### src/csp_pkg.sv
package csp_pkg;

    // Number of camera inputs with their own slicing threshold
    localparam int NUM_INPUTS = 2;
    localparam int ACT_W      = (NUM_INPUTS > 1) ? $clog2(NUM_INPUTS) : 1;

    // Short queue between classifier and sequencer
    localparam int QUEUE_DEPTH = 2;
    localparam int QPTR_W      = (QUEUE_DEPTH > 1) ? $clog2(QUEUE_DEPTH) : 1;
    localparam int QCNT_W      = $clog2(QUEUE_DEPTH + 1);

    // Tick windows at 170 MHz, all bounds exclusive
    localparam logic [15:0] FULL_LO  = 16'd10030;
    localparam logic [15:0] FULL_HI  = 16'd11475;
    localparam logic [15:0] HALF_LO  = 16'd4930;
    localparam logic [15:0] HALF_HI  = 16'd6035;
    localparam logic [15:0] BROAD_LO = 16'd9520;
    localparam logic [15:0] BROAD_HI = 16'd9860;
    localparam logic [15:0] EDGE_LO  = 16'd1105;
    localparam logic [15:0] EDGE_HI  = 16'd1275;

    localparam logic [7:0]  HALF_SAT        = 8'd255;
    localparam logic [7:0]  HALF_FIELD_MIN  = 8'd4;
    localparam logic [7:0]  HALF_FLOOR      = 8'd5;
    localparam logic [7:0]  HALF_BLACK      = 8'd11;
    localparam logic [8:0]  LINE_CAP        = 9'd511;

    localparam logic [11:0] THR_RESET       = 12'd310;
    localparam logic [11:0] AMP_MIN_RESET   = 12'd124;
    localparam logic [11:0] AMP_MAX_RESET   = 12'd745;
    localparam logic [11:0] THR_MIN_RESET   = 12'd31;
    localparam logic [11:0] THR_MAX_RESET   = 12'd993;
    localparam logic [8:0]  MAX_LINE_RESET  = 9'd305;
    localparam logic [ACT_W-1:0] ACTIVE_RESET = ACT_W'(1);

    // Configuration register indexes
    localparam logic [2:0] REG_AMP_MIN  = 3'd0;
    localparam logic [2:0] REG_AMP_MAX  = 3'd1;
    localparam logic [2:0] REG_THR_MIN  = 3'd2;
    localparam logic [2:0] REG_THR_MAX  = 3'd3;
    localparam logic [2:0] REG_MAX_LINE = 3'd4;

    typedef enum logic [0:0] {
        OP_CAPTURE = 1'b0,
        OP_RESTART = 1'b1
    } op_t;

    typedef enum logic [2:0] {
        CLS_FULL  = 3'd0,
        CLS_HALF  = 3'd1,
        CLS_BROAD = 3'd2,
        CLS_EDGE  = 3'd3,
        CLS_OTHER = 3'd4,
        CLS_NONE  = 3'd5
    } pulse_class_t;

    // Classified request passed from front to back
    typedef struct packed {
        op_t          op;
        pulse_class_t cls;
        logic         adc_valid;
        logic [11:0]  adc_sample;
        logic         input_sel;
    } csp_req_t;

    // One result
    typedef struct packed {
        pulse_class_t pulse_class;
        logic         line_strobe;
        logic [8:0]   line_number;
        logic         field_start;
        logic         locked;
        logic         field_active;
        logic         sample_at_sync;
        logic [11:0]  threshold;
        logic         threshold_updated;
    } csp_res_t;

endpackage

### src/composite_sync_pulse_parser_core.sv
// Path: an accepted request is loaded into the front register, then written
//   to the queue, then popped into the result register that drives m_valid.
// Throughput: one request per cycle while m_ready keeps the result register draining.
// Reset: synchronous, aresetn low; clears the queue, the tracking state, thresholds
//   to 310 per input, and the configuration registers to their defaults.
module composite_sync_pulse_parser_core (
    input  logic        aclk,
    input  logic        aresetn,

    // configuration write port
    input  logic        cfg_wr_en,
    input  logic [2:0]  cfg_addr,
    input  logic [11:0] cfg_wdata,

    // request channel
    input  logic        s_valid,
    output logic        s_ready,
    input  logic        s_op,
    input  logic [15:0] s_interval_ticks,
    input  logic        s_adc_valid,
    input  logic [11:0] s_adc_sample,
    input  logic        s_input_sel,

    // result channel
    output logic        m_valid,
    input  logic        m_ready,
    output logic [2:0]  m_pulse_class,
    output logic        m_line_strobe,
    output logic [8:0]  m_line_number,
    output logic        m_field_start,
    output logic        m_locked,
    output logic        m_field_active,
    output logic        m_sample_at_sync,
    output logic [11:0] m_threshold,
    output logic        m_threshold_updated
);

    // Front end: registers each request and sorts the interval into its tick
    // window. Classification needs no tracking state, so it runs ahead of tracking until the queue fills.
    logic               push;
    logic               queue_full;
    csp_pkg::csp_req_t  push_req;

    // Back end: field/line tracking and threshold filter, one request a cycle unless the result is stalled.
    logic               q_pop;
    logic               q_not_empty;
    csp_pkg::csp_req_t  q_head;
    csp_pkg::csp_res_t  res;

    csp_front u_front (
        .aclk             (aclk),
        .aresetn          (aresetn),
        .s_valid          (s_valid),
        .s_ready          (s_ready),
        .s_op             (s_op),
        .s_interval_ticks (s_interval_ticks),
        .s_adc_valid      (s_adc_valid),
        .s_adc_sample     (s_adc_sample),
        .s_input_sel      (s_input_sel),
        .push             (push),
        .push_req         (push_req),
        .queue_full       (queue_full)
    );

    // Short queue decouples classification from tracking so either side can
    // stall without starving the other.
    csp_queue u_queue (
        .aclk      (aclk),
        .aresetn   (aresetn),
        .push      (push),
        .push_req  (push_req),
        .full      (queue_full),
        .pop       (q_pop),
        .not_empty (q_not_empty),
        .head      (q_head)
    );

    // The result register sits inside the back end; it pops the queue whenever
    // the register is empty or being drained that same cycle.
    csp_back u_back (
        .aclk        (aclk),
        .aresetn     (aresetn),
        .cfg_wr_en   (cfg_wr_en),
        .cfg_addr    (cfg_addr),
        .cfg_wdata   (cfg_wdata),
        .q_not_empty (q_not_empty),
        .q_head      (q_head),
        .q_pop       (q_pop),
        .m_valid     (m_valid),
        .m_ready     (m_ready),
        .m_res       (res)
    );

    assign m_pulse_class       = res.pulse_class;
    assign m_line_strobe       = res.line_strobe;
    assign m_line_number       = res.line_number;
    assign m_field_start       = res.field_start;
    assign m_locked            = res.locked;
    assign m_field_active      = res.field_active;
    assign m_sample_at_sync    = res.sample_at_sync;
    assign m_threshold         = res.threshold;
    assign m_threshold_updated = res.threshold_updated;

endmodule

### src/csp_front.sv
module csp_front (
    input  logic               aclk,
    input  logic               aresetn,
    input  logic               s_valid,
    output logic               s_ready,
    input  logic               s_op,
    input  logic [15:0]        s_interval_ticks,
    input  logic               s_adc_valid,
    input  logic [11:0]        s_adc_sample,
    input  logic               s_input_sel,
    output logic               push,
    output csp_pkg::csp_req_t  push_req,
    input  logic               queue_full
);

    logic                      valid_reg;
    csp_pkg::csp_req_t         req_reg;
    csp_pkg::pulse_class_t     cls;

    // window check in fixed priority order
    always_comb begin
        priority if (s_interval_ticks > csp_pkg::FULL_LO && s_interval_ticks < csp_pkg::FULL_HI)
            cls = csp_pkg::CLS_FULL;
        else if (s_interval_ticks > csp_pkg::HALF_LO && s_interval_ticks < csp_pkg::HALF_HI)
            cls = csp_pkg::CLS_HALF;
        else if (s_interval_ticks > csp_pkg::BROAD_LO && s_interval_ticks < csp_pkg::BROAD_HI)
            cls = csp_pkg::CLS_BROAD;
        else if (s_interval_ticks > csp_pkg::EDGE_LO && s_interval_ticks < csp_pkg::EDGE_HI)
            cls = csp_pkg::CLS_EDGE;
        else
            cls = csp_pkg::CLS_OTHER;
    end

    assign push     = valid_reg && !queue_full;
    assign push_req = req_reg;
    assign s_ready  = !valid_reg || !queue_full;

    always_ff @(posedge aclk) begin
        if (!aresetn) begin
            valid_reg <= 1'b0;
        end else if (s_valid && s_ready) begin
            valid_reg <= 1'b1;
        end else if (push) begin
            valid_reg <= 1'b0;
        end
    end

    always_ff @(posedge aclk) begin
        if (s_valid && s_ready) begin
            req_reg.op         <= csp_pkg::op_t'(s_op);
            req_reg.cls        <= cls;
            req_reg.adc_valid  <= s_adc_valid;
            req_reg.adc_sample <= s_adc_sample;
            req_reg.input_sel  <= s_input_sel;
        end
    end

endmodule

### src/csp_queue.sv
module csp_queue (
    input  logic               aclk,
    input  logic               aresetn,
    input  logic               push,
    input  csp_pkg::csp_req_t  push_req,
    output logic               full,
    input  logic               pop,
    output logic               not_empty,
    output csp_pkg::csp_req_t  head
);

    csp_pkg::csp_req_t                 mem [csp_pkg::QUEUE_DEPTH];
    logic [csp_pkg::QPTR_W-1:0]        wr_ptr_reg;
    logic [csp_pkg::QPTR_W-1:0]        rd_ptr_reg;
    logic [csp_pkg::QCNT_W-1:0]        count_reg;

    assign full      = (count_reg == csp_pkg::QCNT_W'(csp_pkg::QUEUE_DEPTH));
    assign not_empty = (count_reg != '0);
    assign head      = mem[rd_ptr_reg];

    function automatic logic [csp_pkg::QPTR_W-1:0] ptr_inc(input logic [csp_pkg::QPTR_W-1:0] p);
        ptr_inc = (p == csp_pkg::QPTR_W'(csp_pkg::QUEUE_DEPTH - 1)) ? '0 : p + 1'b1;
    endfunction

    always_ff @(posedge aclk) begin
        if (push) begin
            mem[wr_ptr_reg] <= push_req;
        end
    end

    always_ff @(posedge aclk) begin
        if (!aresetn) begin
            wr_ptr_reg <= '0;
            rd_ptr_reg <= '0;
            count_reg  <= '0;
        end else begin
            if (push) wr_ptr_reg <= ptr_inc(wr_ptr_reg);
            if (pop)  rd_ptr_reg <= ptr_inc(rd_ptr_reg);
            if (push && !pop)      count_reg <= count_reg + 1'b1;
            else if (pop && !push) count_reg <= count_reg - 1'b1;
        end
    end

endmodule

### src/csp_back.sv
module csp_back (
    input  logic               aclk,
    input  logic               aresetn,
    input  logic               cfg_wr_en,
    input  logic [2:0]         cfg_addr,
    input  logic [11:0]        cfg_wdata,
    input  logic               q_not_empty,
    input  csp_pkg::csp_req_t  q_head,
    output logic               q_pop,
    output logic               m_valid,
    input  logic               m_ready,
    output csp_pkg::csp_res_t  m_res
);

    // configuration
    logic [11:0] amp_min_reg, amp_max_reg, thr_min_reg, thr_max_reg;
    logic [8:0]  max_line_reg;

    // tracking state
    logic [7:0]                  half_count_reg,  half_count_next;
    logic [8:0]                  line_count_reg,  line_count_next;
    logic                        field_synced_reg, field_synced_next;
    logic                        lock_reg,        lock_next;
    logic                        discard_reg,     discard_next;
    logic                        floor_valid_reg, floor_valid_next;
    logic                        floor_pend_reg,  floor_pend_next;
    logic [11:0]                 floor_value_reg, floor_value_next;
    logic [csp_pkg::ACT_W-1:0]   active_reg,      active_next;
    logic                        field_flag_reg,  field_flag_next;
    logic                        sync_point_reg,  sync_point_next;
    logic [11:0]                 thr_reg  [csp_pkg::NUM_INPUTS];
    logic [11:0]                 thr_next [csp_pkg::NUM_INPUTS];

    logic                        m_valid_reg;
    csp_pkg::csp_res_t           res_reg, res_next;

    logic [csp_pkg::ACT_W-1:0]   idx_old, idx_new, sel_ext;
    logic [11:0]                 amp, mid, thr_upd;
    logic [13:0]                 acc;
    logic                        sample_ok;
    logic [9:0]                  line_inc;

    function automatic logic [csp_pkg::ACT_W-1:0] clamp_idx(input logic [csp_pkg::ACT_W-1:0] a);
        clamp_idx = ({1'b0, a} < (csp_pkg::ACT_W + 1)'(csp_pkg::NUM_INPUTS)) ?
                    a : csp_pkg::ACT_W'(csp_pkg::NUM_INPUTS - 1);
    endfunction

    assign q_pop   = q_not_empty && (!m_valid_reg || m_ready);
    assign m_valid = m_valid_reg;
    assign m_res   = res_reg;

    // threshold update datapath: floor in floor_value_reg, black in the sample
    assign idx_old  = clamp_idx(active_reg);
    assign amp      = q_head.adc_sample - floor_value_reg;
    assign mid      = floor_value_reg + {1'b0, amp[11:1]};
    assign sample_ok = (q_head.adc_sample > floor_value_reg)
                    && (amp >= amp_min_reg) && (amp <= amp_max_reg)
                    && (mid >= thr_min_reg) && (mid <= thr_max_reg);
    assign acc      = {2'b00, thr_reg[idx_old]} + {1'b0, thr_reg[idx_old], 1'b0}
                    + {2'b00, mid} + 14'd2;
    assign thr_upd  = acc[13:2];
    assign sel_ext  = csp_pkg::ACT_W'(q_head.input_sel);

    always_comb begin
        half_count_next   = half_count_reg;
        line_count_next   = line_count_reg;
        field_synced_next = field_synced_reg;
        lock_next         = lock_reg;
        discard_next      = discard_reg;
        floor_valid_next  = floor_valid_reg;
        floor_pend_next   = floor_pend_reg;
        floor_value_next  = floor_value_reg;
        active_next       = active_reg;
        field_flag_next   = field_flag_reg;
        sync_point_next   = sync_point_reg;
        for (int i = 0; i < csp_pkg::NUM_INPUTS; i++) thr_next[i] = thr_reg[i];
        line_inc = '0;

        res_next = '0;
        res_next.pulse_class = csp_pkg::CLS_NONE;

        if (q_head.op == csp_pkg::OP_RESTART) begin
            if ({1'b0, sel_ext} < (csp_pkg::ACT_W + 1)'(csp_pkg::NUM_INPUTS)) begin
                active_next       = sel_ext;
                line_count_next   = '0;
                field_synced_next = 1'b0;
                half_count_next   = '0;
                floor_valid_next  = 1'b0;
                floor_pend_next   = 1'b0;
                sync_point_next   = 1'b0;
                discard_next      = 1'b1;
                field_flag_next   = 1'b0;
                lock_next         = 1'b0;
            end
        end else if (discard_reg) begin
            discard_next = 1'b0;
        end else begin
            res_next.pulse_class = q_head.cls;
            unique case (q_head.cls)
                csp_pkg::CLS_FULL: begin
                    if (half_count_reg >= csp_pkg::HALF_FIELD_MIN) begin
                        line_count_next   = '0;
                        field_synced_next = 1'b1;
                        lock_next         = 1'b1;
                        res_next.field_start = 1'b1;
                    end
                    half_count_next  = '0;
                    floor_valid_next = 1'b0;
                    floor_pend_next  = 1'b0;
                    sync_point_next  = 1'b0;
                    if (field_synced_next && line_count_next <= max_line_reg) begin
                        if (line_count_next != csp_pkg::LINE_CAP)
                            line_count_next = line_count_next + 1'b1;
                        line_inc = {1'b0, line_count_next};
                        res_next.line_strobe = (line_inc <= {1'b0, max_line_reg});
                        field_flag_next = 1'b1;
                    end
                end
                csp_pkg::CLS_HALF: begin
                    if (half_count_reg != csp_pkg::HALF_SAT)
                        half_count_next = half_count_reg + 1'b1;
                    if (half_count_next == csp_pkg::HALF_FLOOR && floor_pend_reg) begin
                        floor_valid_next = q_head.adc_valid;
                        if (q_head.adc_valid) floor_value_next = q_head.adc_sample;
                        sync_point_next = 1'b0;
                        floor_pend_next = 1'b0;
                    end
                    if (half_count_next == csp_pkg::HALF_BLACK && floor_valid_reg) begin
                        if (q_head.adc_valid && sample_ok) begin
                            thr_next[idx_old] = thr_upd;
                            res_next.threshold_updated = 1'b1;
                        end
                        floor_valid_next = 1'b0;
                    end
                    field_flag_next = 1'b0;
                end
                csp_pkg::CLS_BROAD: begin
                    if (half_count_reg >= csp_pkg::HALF_FIELD_MIN) begin
                        half_count_next  = csp_pkg::HALF_FIELD_MIN;
                        floor_valid_next = 1'b0;
                        floor_pend_next  = 1'b1;
                        sync_point_next  = 1'b1;
                    end
                end
                csp_pkg::CLS_EDGE: begin
                end
                default: begin
                    half_count_next  = '0;
                    floor_valid_next = 1'b0;
                    floor_pend_next  = 1'b0;
                    sync_point_next  = 1'b0;
                end
            endcase
        end

        idx_new = clamp_idx(active_next);
        res_next.line_number    = line_count_next;
        res_next.locked         = lock_next;
        res_next.field_active   = field_flag_next;
        res_next.sample_at_sync = sync_point_next;
        res_next.threshold      = thr_next[idx_new];
    end

    always_ff @(posedge aclk) begin
        if (!aresetn) begin
            amp_min_reg  <= csp_pkg::AMP_MIN_RESET;
            amp_max_reg  <= csp_pkg::AMP_MAX_RESET;
            thr_min_reg  <= csp_pkg::THR_MIN_RESET;
            thr_max_reg  <= csp_pkg::THR_MAX_RESET;
            max_line_reg <= csp_pkg::MAX_LINE_RESET;
        end else if (cfg_wr_en) begin
            unique case (cfg_addr)
                csp_pkg::REG_AMP_MIN:  amp_min_reg  <= cfg_wdata;
                csp_pkg::REG_AMP_MAX:  amp_max_reg  <= cfg_wdata;
                csp_pkg::REG_THR_MIN:  thr_min_reg  <= cfg_wdata;
                csp_pkg::REG_THR_MAX:  thr_max_reg  <= cfg_wdata;
                csp_pkg::REG_MAX_LINE: max_line_reg <= cfg_wdata[8:0];
                default: begin
                end
            endcase
        end
    end

    always_ff @(posedge aclk) begin
        if (!aresetn) begin
            half_count_reg   <= '0;
            line_count_reg   <= '0;
            field_synced_reg <= 1'b0;
            lock_reg         <= 1'b0;
            discard_reg      <= 1'b1;
            floor_valid_reg  <= 1'b0;
            floor_pend_reg   <= 1'b0;
            floor_value_reg  <= '0;
            active_reg       <= csp_pkg::ACTIVE_RESET;
            field_flag_reg   <= 1'b0;
            sync_point_reg   <= 1'b0;
            for (int i = 0; i < csp_pkg::NUM_INPUTS; i++) thr_reg[i] <= csp_pkg::THR_RESET;
        end else if (q_pop) begin
            half_count_reg   <= half_count_next;
            line_count_reg   <= line_count_next;
            field_synced_reg <= field_synced_next;
            lock_reg         <= lock_next;
            discard_reg      <= discard_next;
            floor_valid_reg  <= floor_valid_next;
            floor_pend_reg   <= floor_pend_next;
            floor_value_reg  <= floor_value_next;
            active_reg       <= active_next;
            field_flag_reg   <= field_flag_next;
            sync_point_reg   <= sync_point_next;
            for (int i = 0; i < csp_pkg::NUM_INPUTS; i++) thr_reg[i] <= thr_next[i];
        end
    end

    always_ff @(posedge aclk) begin
        if (!aresetn) begin
            m_valid_reg <= 1'b0;
        end else if (q_pop) begin
            m_valid_reg <= 1'b1;
        end else if (m_ready) begin
            m_valid_reg <= 1'b0;
        end
    end

    always_ff @(posedge aclk) begin
        if (q_pop) begin
            res_reg <= res_next;
        end
    end

endmodule

### config.mk
export PLATFORM = sky130hd
export DESIGN_NAME = composite_sync_pulse_parser_core
export DESIGN_NICKNAME = d
export VERILOG_FILES = /design/src/csp_pkg.sv /design/src/composite_sync_pulse_parser_core.sv /design/src/csp_front.sv /design/src/csp_queue.sv /design/src/csp_back.sv
export SDC_FILE = /design/constraint.sdc
export NUM_CORES = 1
export LEC_CHECK = 0
export BUFFER_PORTS_ARGS = -buffer_cell sky130_fd_sc_hd__buf_2
export CAP_MARGIN = 20
export CORE_MARGIN = 4
export CORE_UTILIZATION = 40
export DETAILED_ROUTE_END_ITERATION = 10
export PLACE_DENSITY = 0.58
export SYNTH_ARGS = -nofsm -noshare
export SYNTH_HDL_FRONTEND = slang
export SYNTH_SLANG_ARGS = --single-unit
export TNS_END_PERCENT = 10
### constraint.sdc
create_clock -name aclk -period 9.2 [get_ports aclk]
set_input_delay 0.92 -clock aclk [delete_from_list [all_inputs] [get_ports aclk]]
set_output_delay 0.92 -clock aclk [all_outputs]
set_load 0.01 [all_outputs]
==> results by group, run 1 <==
Cells and area
  – Final core utilization: 0.457
  – Largest register FFs: 36
  – Commonest cells after routing, fill and taps aside: nand2_1 (185), inv_1 (120), nor2_1 (116)
  – Layout fillers: 3,042
  – Layout area overhead: 12.5%
  – Layout cells sized above 1: 0.120
  – Number of nets in the layout: 1,628
  – Most common cell after layout, fill and taps aside: nand2_1
  – Finished Cell Area: 14,400 um2
  – # diodes: 0

Global route
  – GRT Residual Overflow: 0
  – GR Layer Usage met1: 0.233
  – Met2 Usage GRT: 0.296
  – First-pass GRT wire length: 50,900 um
  – Met3 Use GR: 0.0237
  – Vias in the first global route: 9,744
  – Most Crowded Layer GR: met2
  – Largest net degree at the start of global routing: 60
  – Initial antenna violation count: 0
  – GRT Overall Usage: 0.174

Timing
  – Period utilisation layout: 0.806
  – Worst slew margin: 0.330
  – Minimum clock period: 7.42 ns
  – Final Hold Viols: 0
  – Clock Skew: 0.0109 ns
  – Slew of the pin with the lowest slew margin: 1.00 ns
  – Max Freq: 135 MHz
  – Final worst setup slack: 1.78 ns
  – # setup viols final: 0
  – Final setup TNS: 0 ns
  – RSZ-0062 raised after global routing: no
  – Slew Limit Fails: 0

Logic synthesis
  – Synthesized cell area: 12,800 um2
  – Cells after synthesis: 1,389
  – Net Count, Synth: 1,558
  – Top FF cell, synth: edfxtp_1
  – Syn_area_per_cell: 9.22 um2
  – Synth Warn #: 0
  – Seq/Total Area, Yosys: 0.413
  – Yosys reg bits: 210
  – Post-synth cell types: 84
  – EDFF count, synth: 108
  – Asr flop ratio synth: 0

Floorplan
  – IO Count: 83
  – Die Y-Extent: 187 um
  – Die W: 187 um
  – Initial Utilization: 0.406
  – FP Rows: 65
  – Die area: 34,900 um2
  – Core area: 31,600 um2

Clock tree
  – Clock transition at path regs: 0.06 ns
  – Clock Latency Late Sink: 0.52 ns
  – Hold Buf Count CTS: 0
  – Post-CTS setup buffers: 0
  – Post-CTS resize count: 0
  – Clock buffer depth: 3
  – CTS tree: yes
  – CTS buffer count: 24
  – Clock Sinks: 210
  – H-tree depth: 1
  – Root Buffer: clkbuf_16

Routing
  – Routed WL: 31,100 um
  – Vias per inst: 5.37
  – Drt pass-1 iters: 5
  – DR iter-0 viols: 470
  – Detail Route Antenna Nets: 0
  – DR DRC count: 0
  – Drt wl/cell: 16.6 um
  – Total number of vias: 10,097

Placed design
  – Setup slack at placement: 1.80 ns
  – Half-perimeter wire length after detailed placement: 23,500 um
  – Dpl cell area: 13,600 um2
  – RD Place Congestion: 0.901
  – # port buffers: 82

Setup path
  – Crit path launch type: register
  – CP max stage cell: maj3_1
  – Worst path arrival time: 7.78 ns
  – WS Path Type: reg -> reg
  – CP most frequent cell: ha_1
  – Worst reg-to-reg setup slack: 1.78 ns
  – Critical Path Max Stage Delay: 0.57 ns
  – Critical Path RT: 9.57 ns
  – Depth of the worst register-to-register path: 25
  – Worst setup EP type: register
  – Worst-path fanout max: 24

Pwr
  – Max VDD drop: 149 uV
  – Pwr Density: 287 nW/um2
  – Pleak: 5.83 nW

Status
  – Outcome: finished, final reports clean

Flow run
  – Total of max-cap violations: 0

Hold path
  – Worst hold start: u_front.push_req[6]
  – Hold WC Path Type: reg -> reg
  – Hold depth: 0
==> cell usage after synthesis (13+ instances only) <==
cell	instances	area share
a21o_1	15	0.0088
a21oi_1	88	0.034
clkbuf_1	43	0.013
dfxtp_1	102	0.16
edfxtp_1	108	0.25
ha_1	106	0.10
inv_1	120	0.035
mux2_2	17	0.015
mux2i_1	37	0.029
nand2_1	185	0.054
nand2b_1	20	0.0098
nand3_1	30	0.012
nand4_1	20	0.0098
nor2_1	116	0.034
nor2b_1	17	0.0083
nor3_1	27	0.011
o211ai_1	31	0.018
o21a_1	17	0.010
o21ai_0	48	0.019
xnor2_1	22	0.015
xor2_1	13	0.0089
==> per-stage QoR <==
| stage | instances | hold WS [ns] | total power, mW |
|---|---|---|---|
| 2_1_floorplan | 1389 | 0.421 | 2.68 |
| 3_3_place_gp | 1831 | 0.423 | 3.17 |
| 3_5_place_dp | 1833 | 0.429 | 3.19 |
| 4_1_cts | 1877 | 0.441 | 4.17 |
| 5_1_grt | 1879 | 0.447 | 4.48 |
| 6_report | 1879 | 0.439 | 4.14 |
==> report_power, final <==
group / internal [mW] / switching, mW / leakage (nW)
combinational: 0.745 / 1.24 / 3.62
clock: 0.579 / 0.383 / 0.389
sequential: 1.13 / 0.0669 / 1.82
total: 2.46 / 1.69 / 5.83
==> critical path: cells and delay by family, from the launching register on <==
family                   cells  cell delay [ns]
AO/OA/AOI/OAI               11             2.46
XOR/XNOR                     2             0.54
adder cells (fa/ha/maj)      6             2.22
buffers and inverters        2             0.54
flip-flops                   1             0.31
multiplexers                 2             0.51
AND/OR/NAND/NOR              2             0.66
==> final cells by class <==
class                   instances  area, um2  area share
multi-input cells            1003       6830       0.474
flip-flops and latches        210       5290       0.367
clock buffers                  34        689      0.0478
repair buffers                 97        532      0.0369
well taps                     402        503      0.0349
inverters                     123        462      0.0320
clock inverters                10        113     0.00781
==> metal layers <==
layer	vias up	part of all wire	wire, um
met2	208	0.46	14500
met1	4709	0.47	14500
met4	0	0.028	865
met3	59	0.040	1250
met5	-	0	0
li1	5121	-	-
==> kinds of logic (layout without fill, tap and decap cells) <==
family          count (synthesis)  count (layout)  share of synthesized area
compound gates                311             311                      0.163
xor+xnor                       35              35                     0.0239
fa+ha+maj                     122             122                      0.125
buf+inv                       176             264                     0.0550
flops                         210             210                      0.413
mux                            54              54                     0.0439
simple gates                  481             481                      0.176
==> final timing paths <==
check | endpoint
setup reg to reg | u_back.m_res[12]
hold reg to reg | u_queue.mem[1][6]
setup / recovery | u_back.m_res[12]
hold / removal | u_queue.mem[1][6]
Power figures use the tool's default switching activity.
==> inputs of run 2 (changes only) <==
==> constraint.sdc (replaced) <==
create_clock -name aclk -period 7.3 [get_ports aclk]
set_input_delay 0.73 -clock aclk [delete_from_list [all_inputs] [get_ports aclk]]
set_output_delay 0.73 -clock aclk [all_outputs]
set_load 0.01 [all_outputs]
==> run 2 against run 1 <==
Critical path type unchanged. First-iteration DRC count up 45%. Via count up 1.3%. Die area unchanged. Hold slack worse by 0.054 ns. Critical path depth up 1. Global-route usage down 0.084 points. Non-clock buffer count unchanged. Register-to-register slack worse by 1.3 ns. Cell area about the same. Worst setup slack worse by 1.3 ns. Flip-flop and latch count unchanged.
==> results by group, run 2 (synthesis results as in run 1) <==
Routing
  – DR DRC count: 0 (unchanged)
  – Drt pass-1 iters: 5 (unchanged)
  – DR iter-0 viols: 680 (was 470)
  – Drt wl/cell: 16.4 um (was 16.6 um)
  – Detail Route Antenna Nets: 0 (unchanged)
  – Vias per inst: 5.44 (was 5.37)
  – Routed WL: 30,900 um (was 31,100 um)
  – Total number of vias: 10,226 (was 10,097)

Clock tree
  – Post-CTS setup buffers: 0 (unchanged)
  – Clock buffer depth: 3 (unchanged)
  – CTS buffer count: 25 (was 24)
  – Clock Latency Late Sink: 0.53 ns (was 0.52 ns)
  – Hold Buf Count CTS: 0 (unchanged)
  – Clock Sinks: 210 (unchanged)
  – CTS tree: yes (unchanged)
  – Clock transition at path regs: 0.06 ns (about the same)
  – Root Buffer: clkbuf_16 (unchanged)
  – H-tree depth: 1 (unchanged)
  – Post-CTS resize count: 0 (unchanged)

Global route
  – Initial antenna violation count: 0 (unchanged)
  – Largest net degree at the start of global routing: 60 (unchanged)
  – GRT Overall Usage: 0.173 (was 0.174)
  – GRT Residual Overflow: 0 (unchanged)
  – Vias in the first global route: 9,972 (was 9,744)
  – First-pass GRT wire length: 51,100 um (was 50,900 um)

Cells and area
  – Number of nets in the layout: 1,629 (was 1,628)
  – Layout area overhead: 12.5% (about the same)
  – Commonest cells after routing, fill and taps aside: nand2_1 (185), inv_1 (120), nor2_1 (116) (unchanged)
  – # diodes: 0 (unchanged)
  – Most common cell after layout, fill and taps aside: nand2_1 (unchanged)
  – Layout cells sized above 1: 0.124 (was 0.120)
  – Largest register FFs: 36 (unchanged)
  – Layout fillers: 3,103 (was 3,042)

Timing
  – Hold slack: 0.385 ns (was 0.439 ns)
  – Worst slew margin: 0.289 (was 0.330)
  – RSZ-0062 raised after global routing: no (unchanged)
  – Slew of the pin with the lowest slew margin: 1.06 ns (was 1.00 ns)
  – Slew Limit Fails: 0 (unchanged)
  – Final Hold Viols: 0 (unchanged)
  – Minimum clock period: 6.80 ns (was 7.42 ns)
  – Clock Skew: 0.0199 ns (was 0.0109 ns)
  – # setup viols final: 0 (unchanged)
  – Period utilisation layout: 0.932 (was 0.806)
  – Final setup TNS: 0 ns (unchanged)
  – Max Freq: 147 MHz (was 135 MHz)

Floorplan
  – Die W: 187 um (unchanged)
  – IO Count: 83 (unchanged)
  – Core area: 31,600 um2 (unchanged)
  – FP Rows: 65 (unchanged)
  – Die Y-Extent: 187 um (unchanged)
  – Die area: 34,900 um2 (unchanged)
  – Initial Utilization: 0.406 (unchanged)

Setup path
  – Critical Path Max Stage Delay: 0.44 ns (was 0.57 ns)
  – Critical Path RT: 7.62 ns (was 9.57 ns)
  – CP max stage cell: maj3_2 (was maj3_1)
  – Crit path launch type: register (unchanged)
  – Worst path arrival time: 7.12 ns (was 7.78 ns)
  – Worst setup EP type: register (unchanged)
  – WS Path Type: reg -> reg (unchanged)
  – Worst-path fanout max: 23 (was 24)

Pwr
  – Pleak: 5.83 nW (about the same)
  – Max VDD drop: 239 uV (was 149 uV)
  – Pwr Density: 363 nW/um2 (was 287 nW/um2)

Flow run
  – Total of max-cap violations: 0 (unchanged)

Placed design
  – # port buffers: 82 (unchanged)
  – RD Place Congestion: 0.864 (was 0.901)
  – Half-perimeter wire length after detailed placement: 23,300 um (was 23,500 um)

Status
  – Outcome: finished, final reports clean (unchanged)

Hold path
  – Hold WC Path Type: in -> reg (was reg -> reg)
[run 2: cell count changes in the layout (fill, tap and decap cells not counted), sizes merged]
| cell | before | now |
|---|---|---|
| clkinv | 7 | 12 |
| inv | 122 | 123 |
| clkinvlp | 2 | 1 |
| bufinv | 2 | 1 |
| clkbuf | 35 | 31 |
| buf | 96 | 97 |
[run 2: layer usage]
layer	track usage	part of all wire	up-vias	routed length (um)
met3	0.0224	0.042	41	1300
met2	0.292	0.47	214	14400
met1	0.236	0.46	4848	14300
met5	0.00275	0	-	0
li1	-	-	5123	-
met4	0.0466	0.027	0	837
[run 2: worst paths after layout]
| path | from | depth (start not counted) | slack, ns | to |
|---|---|---|---|---|
| worst max-delay path | register | 26 | 0.50 | u_back.m_res[1] |
| worst min-delay path | s_adc_sample[1] | 1 | 0.38 | u_front.push_req[2] |
| worst max register to register | register | 26 | 0.50 | u_back.m_res[1] |
| worst min register to register | u_front.push_req[6] | 0 | 0.44 | u_queue.mem[0][6] |
[run 2: critical path, delay by kind of cell, from the launching register on]
family / cells / cell delay (ns)
compound gates: 12 / 2.47
xor+xnor: 2 / 0.54
fa+ha+maj: 6 / 2.09
buf+inv: 3 / 0.70
flops: 1 / 0.34
mux: 1 / 0.16
simple gates: 2 / 0.29
[run 2: final cells by class]
type / count / area (um2) / area share
clock buffers: 31 / 679 / 0.0472
clock inverters: 14 / 110 / 0.00764
inverters: 123 / 462 / 0.0321
multi-input cells: 1003 / 6840 / 0.475
flip-flops and latches: 210 / 5290 / 0.367
well taps: 402 / 503 / 0.0349
repair buffers: 97 / 523 / 0.0363
[run 2: stage by stage]
stage          utilization  power (mW)  cells  setup WS, ns  area (um2)
2_1_floorplan            -        3.37   1389         0.447       12800
3_3_place_gp         0.431        4.01   1835         0.547       13600
3_5_place_dp         0.431        4.03   1835         0.332       13600
4_1_cts              0.456        5.25   1880         0.311       14400
5_1_grt              0.456        5.64   1880        0.0546       14400
6_report             0.456        5.23   1880         0.499       14400
[run 2: power by group]
group	internal, mW	switching [mW]
Clock	0.698	0.498
Combinational	0.955	1.55
Sequential	1.43	0.103
==> inputs of run 3 (changes only) <==
--- a/config.mk
+++ b/config.mk
@@ -5,7 +5,7 @@
 export SDC_FILE = /design/constraint.sdc
 export NUM_CORES = 1
 export LEC_CHECK = 0
-export BUFFER_PORTS_ARGS = -buffer_cell sky130_fd_sc_hd__buf_2
+export BUFFER_PORTS_ARGS = -buffer_cell sky130_fd_sc_hd__clkbuf_2
 export CAP_MARGIN = 20
 export CORE_MARGIN = 4
 export CORE_UTILIZATION = 40
==> constraint.sdc (replaced) <==
create_clock -name aclk -period 7.3 [get_ports aclk]
set_input_delay 0.73 -clock aclk [delete_from_list [all_inputs] [get_ports aclk]]
set_output_delay 0.73 -clock aclk [all_outputs]
set_load 0.05 [all_outputs]
==> run 3 against run 2 <==
Register-to-register slack gained 0.04 ns. Fmax increased by 0.62%. Worst setup slack gained 0.042 ns. Largest cell class unchanged. Highest routed layer unchanged.
==> results by group, run 3 (synthesis results as in run 1) <==
Status
  – Outcome: finished, final reports clean (unchanged)

Timing
  – Final setup TNS: 0 ns (unchanged)
  – Period utilisation layout: 0.926 (was 0.932)
  – Final Hold Viols: 0 (unchanged)
  – # setup viols final: 0 (unchanged)
  – Max Freq: 148 MHz (was 147 MHz)
  – Slew Limit Fails: 0 (unchanged)
  – Worst slew margin: 0.335 (was 0.289)
  – Slew of the pin with the lowest slew margin: 0.988 ns (was 1.06 ns)
  – Minimum clock period: 6.76 ns (was 6.80 ns)
  – Clock Skew: 0.0102 ns (was 0.0199 ns)
  – Final worst setup slack: 0.541 ns (was 0.499 ns)
  – RSZ-0062 raised after global routing: no (unchanged)

Floorplan
  – Die W: 187 um (unchanged)
  – Initial Utilization: 0.406 (unchanged)
  – IO Count: 83 (unchanged)
  – Core area: 31,600 um2 (unchanged)
  – FP Rows: 65 (unchanged)
  – Die area: 34,900 um2 (unchanged)
  – Die Y-Extent: 187 um (unchanged)

Flow run
  – Total of max-cap violations: 0 (unchanged)

Setup path
  – Critical Path RT: 7.63 ns (was 7.62 ns)
  – Worst setup EP type: register (unchanged)
  – CP max stage cell: maj3_2 (unchanged)
  – Worst reg-to-reg setup slack: 0.54 ns (was 0.50 ns)
  – Buf+Inv Stages, Crit Path: 3 (unchanged)
  – Critical path's top delay family: compound AO/OA/AOI/OAI gates (unchanged)
  – Depth of the worst register-to-register path: 26 (unchanged)
  – RR Endpoint: u_back.m_res[1] (unchanged)
  – Crit path launch type: register (unchanged)
  – WS Path Type: reg -> reg (unchanged)
  – Worst path arrival time: 7.09 ns (was 7.12 ns)
  – CP most frequent cell: ha_1
  – Worst-path fanout max: 23 (unchanged)
  – Stages on the worst setup path: 26 (unchanged)
  – Critical Path Max Stage Delay: 0.44 ns (about the same)
  – CP endpoint: u_back.m_res[1] (unchanged)

Clock tree
  – Clock buffer depth: 3 (unchanged)
  – Hold Buf Count CTS: 0 (unchanged)
  – H-tree depth: 1 (unchanged)
  – Clock transition at path regs: 0.06 ns (about the same)
  – Clock Sinks: 210 (unchanged)
  – CTS buffer count: 25 (unchanged)
  – CTS tree: yes (unchanged)
  – Root Buffer: clkbuf_16 (unchanged)
  – Clock Latency Late Sink: 0.53 ns (about the same)

Pwr
  – Total power: 5.46 mW (was 5.23 mW)
  – Switching power: 2.32 mW (was 2.15 mW)
  – P_int: 3.14 mW (was 3.08 mW)
  – Pleak: 5.89 nW (was 5.83 nW)
  – Max VDD drop: 223 uV (was 239 uV)
  – Sequential share of power: 0.280 (was 0.292)
  – Clock Power Share: 0.233 (was 0.229)
  – Share of total power in combinational logic: 0.487 (was 0.479)
  – Net Sw Frac: 0.425 (was 0.411)
  – Pwr Density: 377 nW/um2 (was 363 nW/um2)

Global route
  – Initial antenna violation count: 0 (unchanged)
  – GRT Residual Overflow: 0 (unchanged)
  – Vias in the first global route: 9,658 (was 9,972)
  – GRT Overall Usage: 0.169 (was 0.173)
  – First-pass GRT wire length: 49,900 um (was 51,100 um)
  – Largest net degree at the start of global routing: 60 (unchanged)

Placed design
  – Half-perimeter wire length after detailed placement: 23,200 um (was 23,300 um)
  – RD Place Congestion: 0.866 (was 0.864)
  – Setup slack at placement: 0.337 ns (was 0.332 ns)
  – # port buffers: 82 (unchanged)

Cells and area
  – Largest register FFs: 36 (unchanged)
  – Commonest cells after routing, fill and taps aside: nand2_1 (185), inv_1 (120), nor2_1 (116) (unchanged)
  – Layout area overhead: 13.1% (was 12.5%)
  – Number of nets in the layout: 1,631 (was 1,629)
  – Most common cell after layout, fill and taps aside: nand2_1 (unchanged)
  – Layout cells sized above 1: 0.127 (was 0.124)
  – # diodes: 0 (unchanged)

Routing
  – Total number of vias: 10,184 (was 10,226)
  – DR iter-0 viols: 632 (was 680)
  – Routed WL: 30,800 um (was 30,900 um)
  – Drt pass-1 iters: 5 (unchanged)
  – Detail Route Antenna Nets: 0 (unchanged)
  – Vias per inst: 5.41 (was 5.44)
  – Drt wl/cell: 16.4 um (about the same)
  – DR DRC count: 0 (unchanged)

Hold path
  – Worst hold start: s_adc_valid (was s_adc_sample[1])
  – Hold WC Path Type: in -> reg (unchanged)
## run 3: cell count changes in the layout (fill, tap and decap cells not counted), moves of 2 or more
| cell | before | now |
|---|---|---|
| buf_2 | 82 | 0 |
| clkbuf_2 | 0 | 82 |
| clkbuf_1 | 4 | 1 |
| inv_6 | 0 | 3 |
| clkinv_4 | 3 | 1 |
## run 3: timing repair
action / 4_1_cts / 5_1_grt
buffers inserted: 0 / 0
resized for setup: 0 / 4
endpoints found under the hold margin: 0 / 0
endpoints found under the setup margin: 0 / 27
## run 3: how the worst min path moves through the flow
stage | endpoint | slack, ns | depth (start not counted)
6_report | u_front.push_req[13] | 0.38 | 1
5_1_grt | u_front.push_req[7] | 0.36 | 1
4_1_cts | u_front.push_req[9] | 0.36 | 1
3_5_place_dp | u_queue.mem[1][16] | 0.43 | 0
3_3_place_gp | u_queue.mem[0][10] | 0.42 | 0
2_1_floorplan | u_queue.mem[0][0] | 0.42 | 0
## run 3: cell type report
class / instances / area (um2)
clock buffer: 29 / 693
clock inverter: 17 / 155
fill: 3047 / 17100
inverter: 123 / 462
multi-input combinational: 1003 / 6840
sequential: 210 / 5290
tap: 402 / 503
timing repair buffer: 99 / 542
## run 3: power by group through the flow
stage | logic [mW] | clock network [mW] | registers, mW
4_1_cts | 2.65 | 1.30 | 1.53
6_report | 2.66 | 1.27 | 1.53
2_1_floorplan | 1.85 | 0 | 1.68
5_1_grt | 2.97 | 1.35 | 1.55
3_3_place_gp | 2.61 | 0 | 1.55
3_5_place_dp | 2.63 | 0 | 1.55
## run 3: worst register-to-register path, cell delays in order (launching register included)
cell and delay [ns]:
dfxtp_1 0.36, buf_6 0.25, mux2i_1 0.16, ha_1 0.25
fa_1 0.41, nor2b_1 0.14, o21ai_0 0.11, a21boi_0 0.26
o21ai_0 0.15, a21oi_1 0.15, buf_4 0.16, xor2_1 0.30
ha_1 0.33, a2111o_1 0.39, o22ai_1 0.23, xnor2_1 0.25
ha_1 0.31, o21a_1 0.10, o21a_1 0.19, o31a_1 0.12
a311o_1 0.34, maj3_1 0.36, maj3_2 0.44, nand4_1 0.16
buf_4 0.23, o22ai_1 0.11, a221oi_1 0.30
## run 3: metrics by stage
| stage | hold slack (ns) | util | cells | instance area, um2 |
|---|---|---|---|---|
| 2_1_floorplan | 0.421 | - | 1389 | 12800 |
| 3_3_place_gp | 0.422 | 0.431 | 1836 | 13600 |
| 3_5_place_dp | 0.430 | 0.431 | 1836 | 13600 |
| 4_1_cts | 0.358 | 0.458 | 1882 | 14500 |
| 5_1_grt | 0.362 | 0.459 | 1883 | 14500 |
| 6_report | 0.377 | 0.459 | 1883 | 14500 |
## run 3: layer usage
metal	routed length [um]	up-vias	track usage	share of wire
met2	14500	207	0.289	0.47
li1	-	5119	-	-
met5	0	-	0	0
met4	575	0	0.0361	0.019
met3	1110	36	0.0211	0.036
met1	14600	4822	0.233	0.47
